==> config.mk <==
export PLATFORM = sky130hd
export DESIGN_NAME = trbf_ctrl
export DESIGN_NICKNAME = d
export VERILOG_FILES = /design/src/design/trbf_pkg.sv /design/src/design/trbf_ctrl.sv
export SDC_FILE = /design/constraint.sdc
export NUM_CORES = 1
export LEC_CHECK = 0
export ABC_CLOCK_PERIOD_IN_PS = 3800
export BUFFER_PORTS_ARGS = -buffer_cell sky130_fd_sc_hd__buf_2
export CAP_MARGIN = 0
export CORE_MARGIN = 4
export CORE_UTILIZATION = 55
export DETAILED_ROUTE_END_ITERATION = 12
export HOLD_SLACK_MARGIN = 0.06
export PLACE_DENSITY = 0.81
export SYNTH_ARGS = -nofsm -noshare
export SYNTH_HDL_FRONTEND = slang
export SYNTH_SLANG_ARGS = --single-unit
==> constraint.sdc <==
create_clock -name clk_i -period 3.8 [get_ports clk_i]
set_clock_uncertainty 0.1 [all_clocks]
set_input_delay 0.38 -clock clk_i [delete_from_list [all_inputs] [get_ports clk_i]]
set_output_delay 0.38 -clock clk_i [all_outputs]
set_load 0.02 [all_outputs]
==> src/design/trbf_pkg.sv <==
// Shared types and constants of the telemetry ring burst framer.
// No dependencies; used by every module of the block.
package trbf_pkg;

  localparam int unsigned RING_DEPTH = 32;
  localparam int unsigned CHANNELS   = 8;
  localparam int unsigned MAX_BURST  = 10;

  localparam int unsigned WORD_W  = 32;
  localparam int unsigned SNAP_W  = CHANNELS * WORD_W;
  localparam int unsigned PTR_W   = $clog2(RING_DEPTH);
  localparam int unsigned FILL_W  = $clog2(RING_DEPTH + 1);
  localparam int unsigned CNT_W   = $clog2(MAX_BURST + 1);
  localparam int unsigned LIMIT_W = 4;
  localparam int unsigned OUTC_W  = 2;

  localparam logic [LIMIT_W-1:0] BURST_LIMIT_RST = LIMIT_W'(10);
  localparam logic [OUTC_W-1:0]  OUTCOME_OK      = OUTC_W'(0);

  localparam int unsigned IN_FIELDS_W  = SNAP_W + 1 + OUTC_W;
  localparam int unsigned IN_TDATA_W   = ((IN_FIELDS_W + 7) / 8) * 8;
  localparam int unsigned OUT_FIELDS_W = SNAP_W + FILL_W + 2 * WORD_W;
  localparam int unsigned OUT_TDATA_W  = ((OUT_FIELDS_W + 7) / 8) * 8;

  localparam int unsigned IDLE_BIT = SNAP_W;
  localparam int unsigned OUTC_LSB = SNAP_W + 1;

  typedef enum logic {
    OP_CAPTURE = 1'b0,
    OP_SEND    = 1'b1
  } opcode_e;

  typedef struct packed {
    logic             we;
    logic [PTR_W-1:0] waddr;
    logic             re;
    logic [PTR_W-1:0] raddr;
  } mem_req_t;

endpackage

==> src/design/trbf_ctrl.sv <==
// Ring pointers, fill level, counters and burst sequencer.
// Depends on trbf_pkg; drives the request port of trbf_ring_mem.
module trbf_ctrl (
  input  logic                           clk_i,
  input  logic                           rst_ni,
  input  logic                           s_valid_i,
  output logic                           s_ready_o,
  input  trbf_pkg::opcode_e              opcode_i,
  input  logic                           link_idle_i,
  input  logic [trbf_pkg::OUTC_W-1:0]    outcome_i,
  input  logic [trbf_pkg::LIMIT_W-1:0]   limit_i,
  output logic                           m_valid_o,
  input  logic                           m_ready_i,
  output logic                           m_last_o,
  output logic [trbf_pkg::FILL_W-1:0]    backlog_o,
  output logic [trbf_pkg::WORD_W-1:0]    dropped_o,
  output logic [trbf_pkg::WORD_W-1:0]    sent_o,
  output trbf_pkg::mem_req_t             mem_req_o
);

  typedef enum logic {
    S_IDLE,
    S_BURST
  } state_e;

  state_e                         state_q, state_d;
  logic [trbf_pkg::PTR_W-1:0]     wp_q, wp_d;
  logic [trbf_pkg::PTR_W-1:0]     rp_q, rp_d;
  logic [trbf_pkg::FILL_W-1:0]    fill_q, fill_d;
  logic [trbf_pkg::WORD_W-1:0]    drop_q, drop_d;
  logic [trbf_pkg::WORD_W-1:0]    sent_q, sent_d;
  logic [trbf_pkg::CNT_W-1:0]     left_q, left_d;

  logic                           in_xact;
  logic                           out_xact;
  logic                           tick_go;
  logic [trbf_pkg::CNT_W-1:0]     limit_eff;
  logic [trbf_pkg::CNT_W-1:0]     count;
  logic [trbf_pkg::PTR_W-1:0]     wp_next;
  logic [trbf_pkg::PTR_W-1:0]     rp_next;

  assign s_ready_o = (state_q == S_IDLE);
  assign in_xact   = s_valid_i && s_ready_o;
  assign out_xact  = m_valid_o && m_ready_i;

  assign tick_go = in_xact && (opcode_i == trbf_pkg::OP_SEND) && link_idle_i
                   && (outcome_i == trbf_pkg::OUTCOME_OK) && (fill_q != '0);

  always_comb begin
    if (limit_i == '0) begin
      limit_eff = trbf_pkg::CNT_W'(1);
    end else if (trbf_pkg::CNT_W'(limit_i) > trbf_pkg::CNT_W'(trbf_pkg::MAX_BURST)) begin
      limit_eff = trbf_pkg::CNT_W'(trbf_pkg::MAX_BURST);
    end else begin
      limit_eff = trbf_pkg::CNT_W'(limit_i);
    end
  end

  assign count = (fill_q < trbf_pkg::FILL_W'(limit_eff)) ? trbf_pkg::CNT_W'(fill_q) : limit_eff;

  assign wp_next = (wp_q == trbf_pkg::PTR_W'(trbf_pkg::RING_DEPTH - 1)) ? '0 : wp_q + 1'b1;
  assign rp_next = (rp_q == trbf_pkg::PTR_W'(trbf_pkg::RING_DEPTH - 1)) ? '0 : rp_q + 1'b1;

  always_comb begin
    state_d = state_q;
    wp_d    = wp_q;
    rp_d    = rp_q;
    fill_d  = fill_q;
    drop_d  = drop_q;
    sent_d  = sent_q;
    left_d  = left_q;
    mem_req_o.we    = 1'b0;
    mem_req_o.waddr = wp_q;
    mem_req_o.re    = 1'b0;
    mem_req_o.raddr = rp_q;
    unique case (state_q)
      S_IDLE: begin
        if (in_xact && (opcode_i == trbf_pkg::OP_CAPTURE)) begin
          mem_req_o.we = 1'b1;
          wp_d = wp_next;
          if (fill_q < trbf_pkg::FILL_W'(trbf_pkg::RING_DEPTH)) begin
            fill_d = fill_q + 1'b1;
          end else begin
            rp_d   = rp_next;
            drop_d = drop_q + 1'b1;
          end
        end else if (tick_go) begin
          mem_req_o.re = 1'b1;
          rp_d    = rp_next;
          fill_d  = fill_q - trbf_pkg::FILL_W'(count);
          sent_d  = sent_q + trbf_pkg::WORD_W'(count);
          left_d  = count;
          state_d = S_BURST;
        end
      end
      S_BURST: begin
        if (out_xact) begin
          if (left_q == trbf_pkg::CNT_W'(1)) begin
            state_d = S_IDLE;
          end else begin
            mem_req_o.re = 1'b1;
            rp_d   = rp_next;
            left_d = left_q - 1'b1;
          end
        end
      end
      default: state_d = S_IDLE;
    endcase
  end

  always_ff @(posedge clk_i or negedge rst_ni) begin
    if (!rst_ni) begin
      state_q <= S_IDLE;
      wp_q    <= '0;
      rp_q    <= '0;
      fill_q  <= '0;
      drop_q  <= '0;
      sent_q  <= '0;
      left_q  <= '0;
    end else begin
      state_q <= state_d;
      wp_q    <= wp_d;
      rp_q    <= rp_d;
      fill_q  <= fill_d;
      drop_q  <= drop_d;
      sent_q  <= sent_d;
      left_q  <= left_d;
    end
  end

  assign m_valid_o = (state_q == S_BURST);
  assign m_last_o  = (left_q == trbf_pkg::CNT_W'(1));
  assign backlog_o = fill_q;
  assign dropped_o = drop_q;
  assign sent_o    = sent_q;

endmodule

==> metrics.yaml, run 1 <==
netSwitchingPower_uw: 1250
grt-ovfl-total: 0
status: "finished, final reports clean"
core-area_um2: 7770
synth_seq_cells: 85
ir_drop_v: 0.000436
place.gp.congestion: 0.836
dp_hpwl_um: 7180
synth_top_flop_cell: "dfrtp_1"
cap_violations: 0
dp_cells: 630
synth_edf_count: 0
rows: 32
avgViaCountPerCell: 5.45
rr_worst_depth: 13
synth_commonest_cells: "dfrtp_1 (85), nand2_1 (48), xnor2_1 (46), nor2_1 (37), nand3_1 (24)"
fin_crit_ns: 3.55
clkPwrFrac_pct: 19.0
antenna_cells: 0
yosysTopAreaCell: "dfrtp_1"
grt_max_degree: 86
final_cells: 645
cts_max_level: 3
synth.avg_cell_area_um2: 10.4
grt_util_all_layers_pct: 20.6
die_h_um: 97.8
drt.antenna.violating_nets: 0
seq_power_share_pct: 40.0
cts_resized: 0
cts_setup_buffers: 0
drcViolationCount: 0
drv_slew: 0
fmax_mhz: 282
antenna_found_initial: 0
p_comb_share_pct: 41.0
cts_buffer_depth: 2
setup_viol: 0
synth.most_common_cell: "dfrtp_1"
drive_above_1_share_pct: 28.0
cts-root-buf: "clkbuf_8"
synth-warning-count: 0
timing.rr.end: "sent_o[27]"
p_per_area_nw_per_um2: 578
cts_tree: "yes"
startpoint_type: "flop"
rsz0062_at_grt: "false"
synth.area.top_cells: "dfrtp_1 (48%), xnor2_1 (9.1%), ha_1 (5.4%)"
switching_share_pct: 40.8
synth_area_um2: 4440
p_int_uw: 1810
tightestPinTransition_ns: 1.06
reg2reg_from: "backlog_o[3]"
hold_path_class: "in -> async"
hold_violations: 0
synthToLayoutAreaGrowth_pct: 19.3
firstDrtPassIters: 5
path_clk_slew_ns: 0.09
wirelength_um: 9680
synth_cells: 428
crit_type: "reg -> reg"
portBuffers: 96
clock-sinks: 85
start_util_pct: 57.1
syn_nets: 460
setup_tns_ns: 0
netlist.area_leader.share_pct: 48.0
crit_path_max_fanout: 11
min_period_over_period_pct: 93.4
cp.arrival_ns: 3.71
grt_pass1_vias: 3505
ys_async_sr_fraction_pct: 100
die_area_um2: 9560
wl_per_cell_um: 15.0
insertion_delay_ns: 0.35
required_ns: 3.96
ios: 97
fp.dieW_um: 97.8
endpoint_kind: "flop"
cts_buffers: 9
grt_pass1_wl_um: 16400
final_nets: 571
ctsHoldBuffers: 0
synth_cell_types: 50
relSlewSlack_pct: 29.3
power_leakage_uw: 0.00272
ys_seq_area_share_pct: 48.0
drtIter0Drc: 157
r2r_slack_ns: 0.25
dr_total_vias: 3514
## how the worst max path moves through the flow
stage | startpoint | to | slack, ns | depth (start not counted)
4_1_cts | backlog_o[3] | backlog_o[5] | 0.19 | 14
3_5_place_dp | limit_i[3] | backlog_o[5] | 0.002 | 17
6_report | backlog_o[3] | sent_o[27] | 0.25 | 13
5_1_grt | backlog_o[3] | backlog_o[5] | 0.05 | 15
3_3_place_gp | limit_i[3] | backlog_o[5] | 0.14 | 17
2_1_floorplan | backlog_o[1] | backlog_o[5] | 0.26 | 15
## state kept, by name, indices dropped and copies added, names as in the netlist
register   flops
backlog_o      6
dropped_o     32
left_q         4
m_valid_o      1
rp_q           5
sent_o        32
wp_q           5
## power by group through the flow
stage / clock (µW) / sequential [µW] / combinational [µW]
after detailed placement: 0 / 1240 / 1230
after global routing: 633 / 1250 / 1390
after CTS: 596 / 1220 / 1230
after floorplan: 0 / 1360 / 694
final: 580 / 1220 / 1260
after global placement: 0 / 1230 / 1170
## metrics by stage
step / hold slack (ns) / total power [µW] / worst slack [ns] / area (µm²) / utilization [%]
2_1_floorplan: -0.0156 / 2060 / 0.263 / 4440 / -
6_report: 0.104 / 3060 / 0.250 / 5290 / 68.1
3_3_place_gp: 0.354 / 2400 / 0.135 / 5100 / 65.6
4_1_cts: 0.155 / 3050 / 0.188 / 5270 / 67.8
5_1_grt: 0.183 / 3270 / 0.0504 / 5290 / 68.1
3_5_place_dp: 0.352 / 2470 / 0.00163 / 5100 / 65.6
## per-layer routing
layer	vias to the layer above	track usage [%]	routed length, µm
met1	1715	26.7	4310
met5	-	0	0
met3	13	5.21	476
met4	0	5.75	126
li1	1706	-	-
met2	80	34.4	4770
## layout make-up
cell class,count,area (µm²)
multi-input cells,324,2250
well taps,102,128
clock buffers,9,124
clock inverters,6,48.8
fillers,628,2480
repair buffers,107,566
flip-flops and latches,85,2130
inverters,12,45.0
## worst max-delay path, stage by stage, from the launching register on
cell      delay [ns]
dfrtp_1         0.41
ha_1            0.34
a2111o_1        0.42
a31o_1          0.28
o21ai_2         0.12
o21a_1          0.27
inv_1           0.10
ha_1            0.33
nand4_1         0.10
mux2i_1         0.28
o41ai_2         0.10
buf_4           0.19
nor3_1          0.25
xor2_1          0.18
## layout by cell type (no fill, tap or decap), types with 3 or more instances in the layout
cell and instances:
buf_2 95, dfrtp_1 85, nand2_1 48, xnor2_1 46, nor2_1 35, nand3_1 24, xor2_1 23, ha_1 19
nand4_1 15, o21ai_0 15, and3_1 13, buf_4 12, inv_1 11, mux2_2 10, clkbuf_8 9, a21oi_1 8
and4_1 7, and2_1 6, nor3_1 6, o21a_1 4, nand2b_1 3, nor3_2 3, mux2i_1 3, a21oi_2 3
## kinds of logic after synthesis
group / synth area share [%]
mux: 3.22
buf+inv: 1.75
fa+ha+maj: 6.06
simple gates: 19.6
flops: 48.0
compound gates: 7.81
xor+xnor: 13.6
Power figures use the tool's default switching activity.
==> inputs of run 2 (changes only) <==
--- a/config.mk
+++ b/config.mk
@@ -12,7 +12,7 @@
 export CORE_UTILIZATION = 55
 export DETAILED_ROUTE_END_ITERATION = 12
 export HOLD_SLACK_MARGIN = 0.06
-export PLACE_DENSITY = 0.81
+export PLACE_DENSITY = 0.84
 export SYNTH_ARGS = -nofsm -noshare
 export SYNTH_HDL_FRONTEND = slang
 export SYNTH_SLANG_ARGS = --single-unit
==> run 2 against run 1 <==
Sequential share of layout area is 0.12 points lower. Worst hold slack better by 0.017 ns. Die area stayed put. Wire length is 1.0% lower. Via count is 1.1% lower. First-iteration DRC count is 13% lower. Sequential power hardly changed. Final cell count is 0.16% lower. Clock-buffer cell count stayed put. Core utilization is 0.21 points higher.
==> metrics.yaml, run 2 (same netlist as run 1, synthesis figures left out) <==
status: "finished, final reports clean"
hold_path_class: "in -> async"
cts_buffer_depth: 2  # unchanged
path_clk_slew_ns: 0.08  # about the same
crit_type: "reg -> reg"
start_util_pct: 57.1  # unchanged
timing.hold.ws_ns: 0.121  # +0.0167 ns
power_leakage_uw: 0.00273  # about the same
endpoint_kind: "flop"
cap_violations: 0  # unchanged
crit_path_max_fanout: 4  # -7
grt_util_all_layers_pct: 20.4  # -0.13 points
cts-root-buf: "clkbuf_8"
clock-sinks: 85  # unchanged
dp_hpwl_um: 7090  # -1.3%
drive_above_1_share_pct: 27.3  # -0.69 points
setup_viol: 0  # unchanged
dpl_cell_area_um2: 5100  # about the same
firstDrtPassIters: 4  # -1
final_common_cell: "buf_2"
relSlewSlack_pct: 29.4  # +0.15 points
drcViolationCount: 0  # unchanged
startpoint_type: "flop"
drt.antenna.violating_nets: 0  # unchanged
cp.arrival_ns: 3.72  # about the same
grt_pass1_vias: 3471  # -0.97%
ios: 97  # unchanged
synthToLayoutAreaGrowth_pct: 19.7
cts_buffers: 9  # unchanged
rsz0062_at_grt: "false"
cts_setup_buffers: 0  # unchanged
antenna_found_initial: 0  # unchanged
cts_max_level: 3  # unchanged
layout_common_cells: "buf_2 (95), dfrtp_1 (85), nand2_1 (48), xnor2_1 (46), nor2_1 (36)"
dp_cells: 629  # -0.16%
timing.rr.end: "backlog_o[5]"
wl_per_cell_um: 14.9  # -0.88%
p_per_area_nw_per_um2: 585  # +1.1%
wirelength_um: 9580  # -1.0%
place.gp.congestion: 0.881  # +5.4%
cts_resized: 0  # unchanged
final_cells: 644  # -0.16%
hold_violations: 0  # unchanged
required_ns: 3.92  # -0.04 ns
grt_max_degree: 86  # unchanged
ir_drop_v: 0.000421  # -3.4%
post-place-ws_ns: -0.0476  # -0.0492 ns
die_h_um: 97.8  # unchanged
n_fill_cell: 606  # -3.5%
rows: 32  # unchanged
fp.dieW_um: 97.8  # unchanged
ctsHoldBuffers: 0  # unchanged
grt-ovfl-total: 0  # unchanged
avgViaCountPerCell: 5.40  # -0.96%
dr_total_vias: 3475  # -1.1%
portBuffers: 96  # unchanged
fin_crit_ns: 3.61  # +0.0563 ns
final_nets: 570  # -0.18%
r2r_slack_ns: 0.19  # -0.06 ns
stdcell_area_um2: 5310  # +0.31%
core-area_um2: 7770  # unchanged
rr_worst_depth: 15  # +2
die_area_um2: 9560  # unchanged
tightestPinTransition_ns: 1.06  # -0.00228 ns
drv_slew: 0  # unchanged
grt_pass1_wl_um: 16300  # -0.59%
cts_tree: "yes"
fmax_mhz: 277  # -1.6%
antenna_cells: 0  # unchanged
min_period_over_period_pct: 94.9  # +1.5 points
drtIter0Drc: 137  # -13%
reg2reg_from: "backlog_o[3]"
worstSetupStartpoint: "backlog_o[3]"
setup_ws_ns: 0.194  # -0.0563 ns
insertion_delay_ns: 0.35  # about the same
[run 2: worst max path at each step]
stage	to	slack, ns	depth (start not counted)
2_1_floorplan	backlog_o[5]	0.26	15
3_3_place_gp	backlog_o[5]	0.09	17
3_5_place_dp	backlog_o[5]	-0.05	17
4_1_cts	backlog_o[5]	0.11	15
5_1_grt	sent_o[27]	0.02	13
6_report	backlog_o[5]	0.19	15
[run 2: critical path, stage by stage, from the launching register on]
cell and delay [ns]:
dfrtp_1 0.41, ha_1 0.34, a2111o_1 0.39, a31o_1 0.27
o21a_1 0.19, o21a_1 0.23, nor2_1 0.20, xnor2_1 0.15
nor2_1 0.06, ha_1 0.33, a21oi_2 0.19, o21bai_1 0.11
a21oi_2 0.18, nor2_1 0.06, a211oi_1 0.24, a31oi_1 0.06
[run 2: per-layer routing]
layer	share of wire, %	vias up	GRT usage, %
met3	5.8	13	3.71
met1	44	1670	27.3
met2	49	96	34.5
met5	0	-	0
li1	-	1696	-
met4	1.4	0	5.54
[run 2: metrics by stage]
step	setup TNS (ns)	total power, µW	util (%)
6_report	0	3100	68.3
2_1_floorplan	0	2060	-
4_1_cts	0	3110	68.2
5_1_grt	0	3320	68.3
3_3_place_gp	0	2400	65.7
3_5_place_dp	-0.0476	2450	65.7
[run 2: layout make-up]
cell class / count / area (µm²) / share of cell area [%]
Multi-Input combinational cell: 324 / 2240 / 42.2
Sequential cell: 85 / 2130 / 40.1
Clock buffer: 9 / 124 / 2.33
Inverter: 12 / 45.0 / 0.849
Tap cell: 102 / 128 / 2.40
Timing Repair Buffer: 106 / 571 / 10.7
Clock inverter: 6 / 72.6 / 1.37
[run 2: power by group]
group	leakage, µW	internal, µW	switching (µW)
sequential	0.00112	1050	177
combinational	0.00151	518	717
clock	0.0000899	307	337
total	0.00273	1870	1230
==> inputs of run 3 (changes only) <==
--- a/config.mk
+++ b/config.mk
@@ -10,6 +10,7 @@
 export CAP_MARGIN = 0
 export CORE_MARGIN = 4
 export CORE_UTILIZATION = 55
+export CTS_CLUSTER_SIZE = 40
 export DETAILED_ROUTE_END_ITERATION = 12
 export HOLD_SLACK_MARGIN = 0.06
 export PLACE_DENSITY = 0.84
==> constraint.sdc (replaced) <==
create_clock -name clk_i -period 3.8 [get_ports clk_i]
set_clock_uncertainty 0.1 [all_clocks]
set_input_delay 0.57 -clock clk_i [delete_from_list [all_inputs] [get_ports clk_i]]
set_output_delay 0.57 -clock clk_i [all_outputs]
set_load 0.02 [all_outputs]
==> run 3 against run 2 <==
Via count up 1.6%. Global-route usage about the same. Final area rose by 0.45%. Core utilization increased by 0.31 points. Wire length is 1.3% lower. Combinational power about the same. Largest cell class unchanged.
==> metrics.yaml, run 3 (same netlist as run 1, synthesis figures left out) <==
status: "finished, final reports clean"
path_clk_slew_ns: 0.08  # about the same
slowest_delay_ns: 0.45  # +0.04 ns
grt_max_degree: 86  # unchanged
cts_tree: "yes"
crit_slowest_cell: "a2111o_1"
wirelength_um: 9460  # -1.3%
firstDrtPassIters: 4  # unchanged
final_nets: 575  # +0.88%
ir_drop_v: 0.000409  # -2.8%
cts_buffers: 9  # unchanged
post-route-util_pct: 68.6  # +0.31 points
grt_pass1_wl_um: 16400  # +0.55%
drt.antenna.violating_nets: 0  # unchanged
min_period_over_period_pct: 93.1  # -1.8 points
dp_hpwl_um: 7120  # +0.43%
cts_buffer_depth: 2  # unchanged
ios: 97  # unchanged
tightestPinTransition_ns: 1.06  # -0.00275 ns
startpoint_type: "input pin"
avgViaCountPerCell: 5.43  # +0.67%
die_h_um: 97.8  # unchanged
path_cells: "buf_2 -> inv_1 -> nand2_1 -> ha_1 -> a2111o_1 -> a31o_1 -> o21a_1 -> o21a_1 -> xnor2_1 -> nor2_1 -> ha_1 -> a21o_1 -> a21oi_1 -> o21bai_1 -> a21oi_2 -> nor2_1 -> a211oi_1 -> a31oi_1"
cts_setup_buffers: 0  # unchanged
dp_cells: 634  # +0.79%
die_area_um2: 9560  # unchanged
antenna_cells: 0  # unchanged
fmax_mhz: 283  # +1.9%
p_per_area_nw_per_um2: 586  # +0.18%
cp.arrival_ns: 3.65  # -0.07 ns
rows: 32  # unchanged
grt_pass1_vias: 3478  # +0.20%
power_leakage_uw: 0.00275  # +0.86%
drtIter0Drc: 154  # +12%
cts_max_level: 3  # unchanged
place.gp.congestion: 0.832  # -5.6%
clock-sinks: 85  # unchanged
fp.dieW_um: 97.8  # unchanged
cts-root-buf: "clkbuf_8"
grt_util_all_layers_pct: 20.4  # -0.030 points
final_cells: 650  # +0.93%
power.total_uw: 3120  # +0.62%
antenna_found_initial: 0  # unchanged
layout_common_cells: "buf_2 (95), dfrtp_1 (85), nand2_1 (48), xnor2_1 (46), nor2_1 (37)"
crit_end: "backlog_o[5]"
wl_per_cell_um: 14.6  # -2.2%
start_util_pct: 57.1  # unchanged
fin_crit_ns: 3.54  # -0.0689 ns
drv_slew: 0  # unchanged
timing.rr.end: "backlog_o[5]"
crit_path_max_fanout: 4  # unchanged
synthToLayoutAreaGrowth_pct: 20.2
dr_total_vias: 3531  # +1.6%
hold_violations: 0  # unchanged
insertion_delay_ns: 0.34  # about the same
rsz0062_at_grt: "false"
r2r_slack_ns: 0.28  # +0.09 ns
rr_worst_depth: 15  # unchanged
grt-ovfl-total: 0  # unchanged
drcViolationCount: 0  # unchanged
final_common_cell: "buf_2"
hold_path_class: "in -> async"
cap_violations: 0  # unchanged
endpoint_kind: "flop"
worstSetupStartpoint: "limit_i[3]"
relSlewSlack_pct: 29.6  # +0.18 points
required_ns: 3.91  # about the same
drive_above_1_share_pct: 27.7  # +0.43 points
core-area_um2: 7770  # unchanged
portBuffers: 96  # unchanged
crit_type: "in -> reg"
reg2reg_from: "backlog_o[3]"
setup_viol: 0  # unchanged
[run 3: changes by cell type in the layout (fill, tap and decap cells not counted), sizes merged]
cell / before / now
buf: 106 / 111
clkinvlp: 3 / 2
clkinv: 0 / 1
clkbuf: 9 / 11
inv: 14 / 13
[run 3: worst min-delay path by stage]
stage | start | slack [ns] | cells after the start | to
floorplan | rst_ni | 0.17 | 0 | backlog_o[0]
global route | rst_ni | 0.38 | 1 | wp_q[3]
CTS | rst_ni | 0.36 | 1 | wp_q[3]
finish | rst_ni | 0.27 | 1 | wp_q[2]
global placement | sent_o[31] | 0.35 | 1 | sent_o[31]
detailed placement | dropped_o[31] | 0.36 | 1 | dropped_o[31]
[run 3: power breakdown]
part / switching (µW) / internal (µW) / total (µW)
Sequential: 176 / 1050 / 1220
Combinational: 713 / 539 / 1250
Clock: 324 / 324 / 648
[run 3: worst max-delay path: cells and delay by family]
family | cells | cell delay [ns]
buffers and inverters | 2 | 0.20
AOI/OAI and AO/OA | 10 | 1.96
xor gates and xnor gates | 1 | 0.13
adders and majority gates | 2 | 0.47
and+or+nand+nor | 3 | 0.32
[run 3: area by class of cell]
type | instances | area, µm²
multi-input combinational | 324 | 2240
tap | 102 | 128
fill | 625 | 2440
timing repair buffer | 111 | 596
clock inverter | 5 | 58.8
inverter | 12 | 45.0
clock buffer | 11 | 141
sequential | 85 | 2130
[run 3: per-stage QoR]
step	cell area (µm²)	hold WS [ns]	setup TNS [ns]	setup slack [ns]
finish	5330	0.270	0	0.262
global route	5330	0.380	0	0.0331
detailed placement	5130	0.358	-1.00	-0.139
CTS	5330	0.359	0	0.231
global placement	5130	0.351	0	0.0528
floorplan	4440	0.174	0	0.156
[run 3: timing repair]
action,in CTS,in global routing
resized for setup,0,2
hold buffers,0,0
endpoints found under the setup margin,0,10
[run 3: metal layers]
layer / GRT usage (%) / routed length (µm) / vias up
met5: 0 / 0 / -
met2: 33.2 / 4570 / 88
met3: 4.71 / 550 / 13
li1: - / - / 1718
met4: 6.18 / 130 / 0
met1: 27.5 / 4210 / 1712
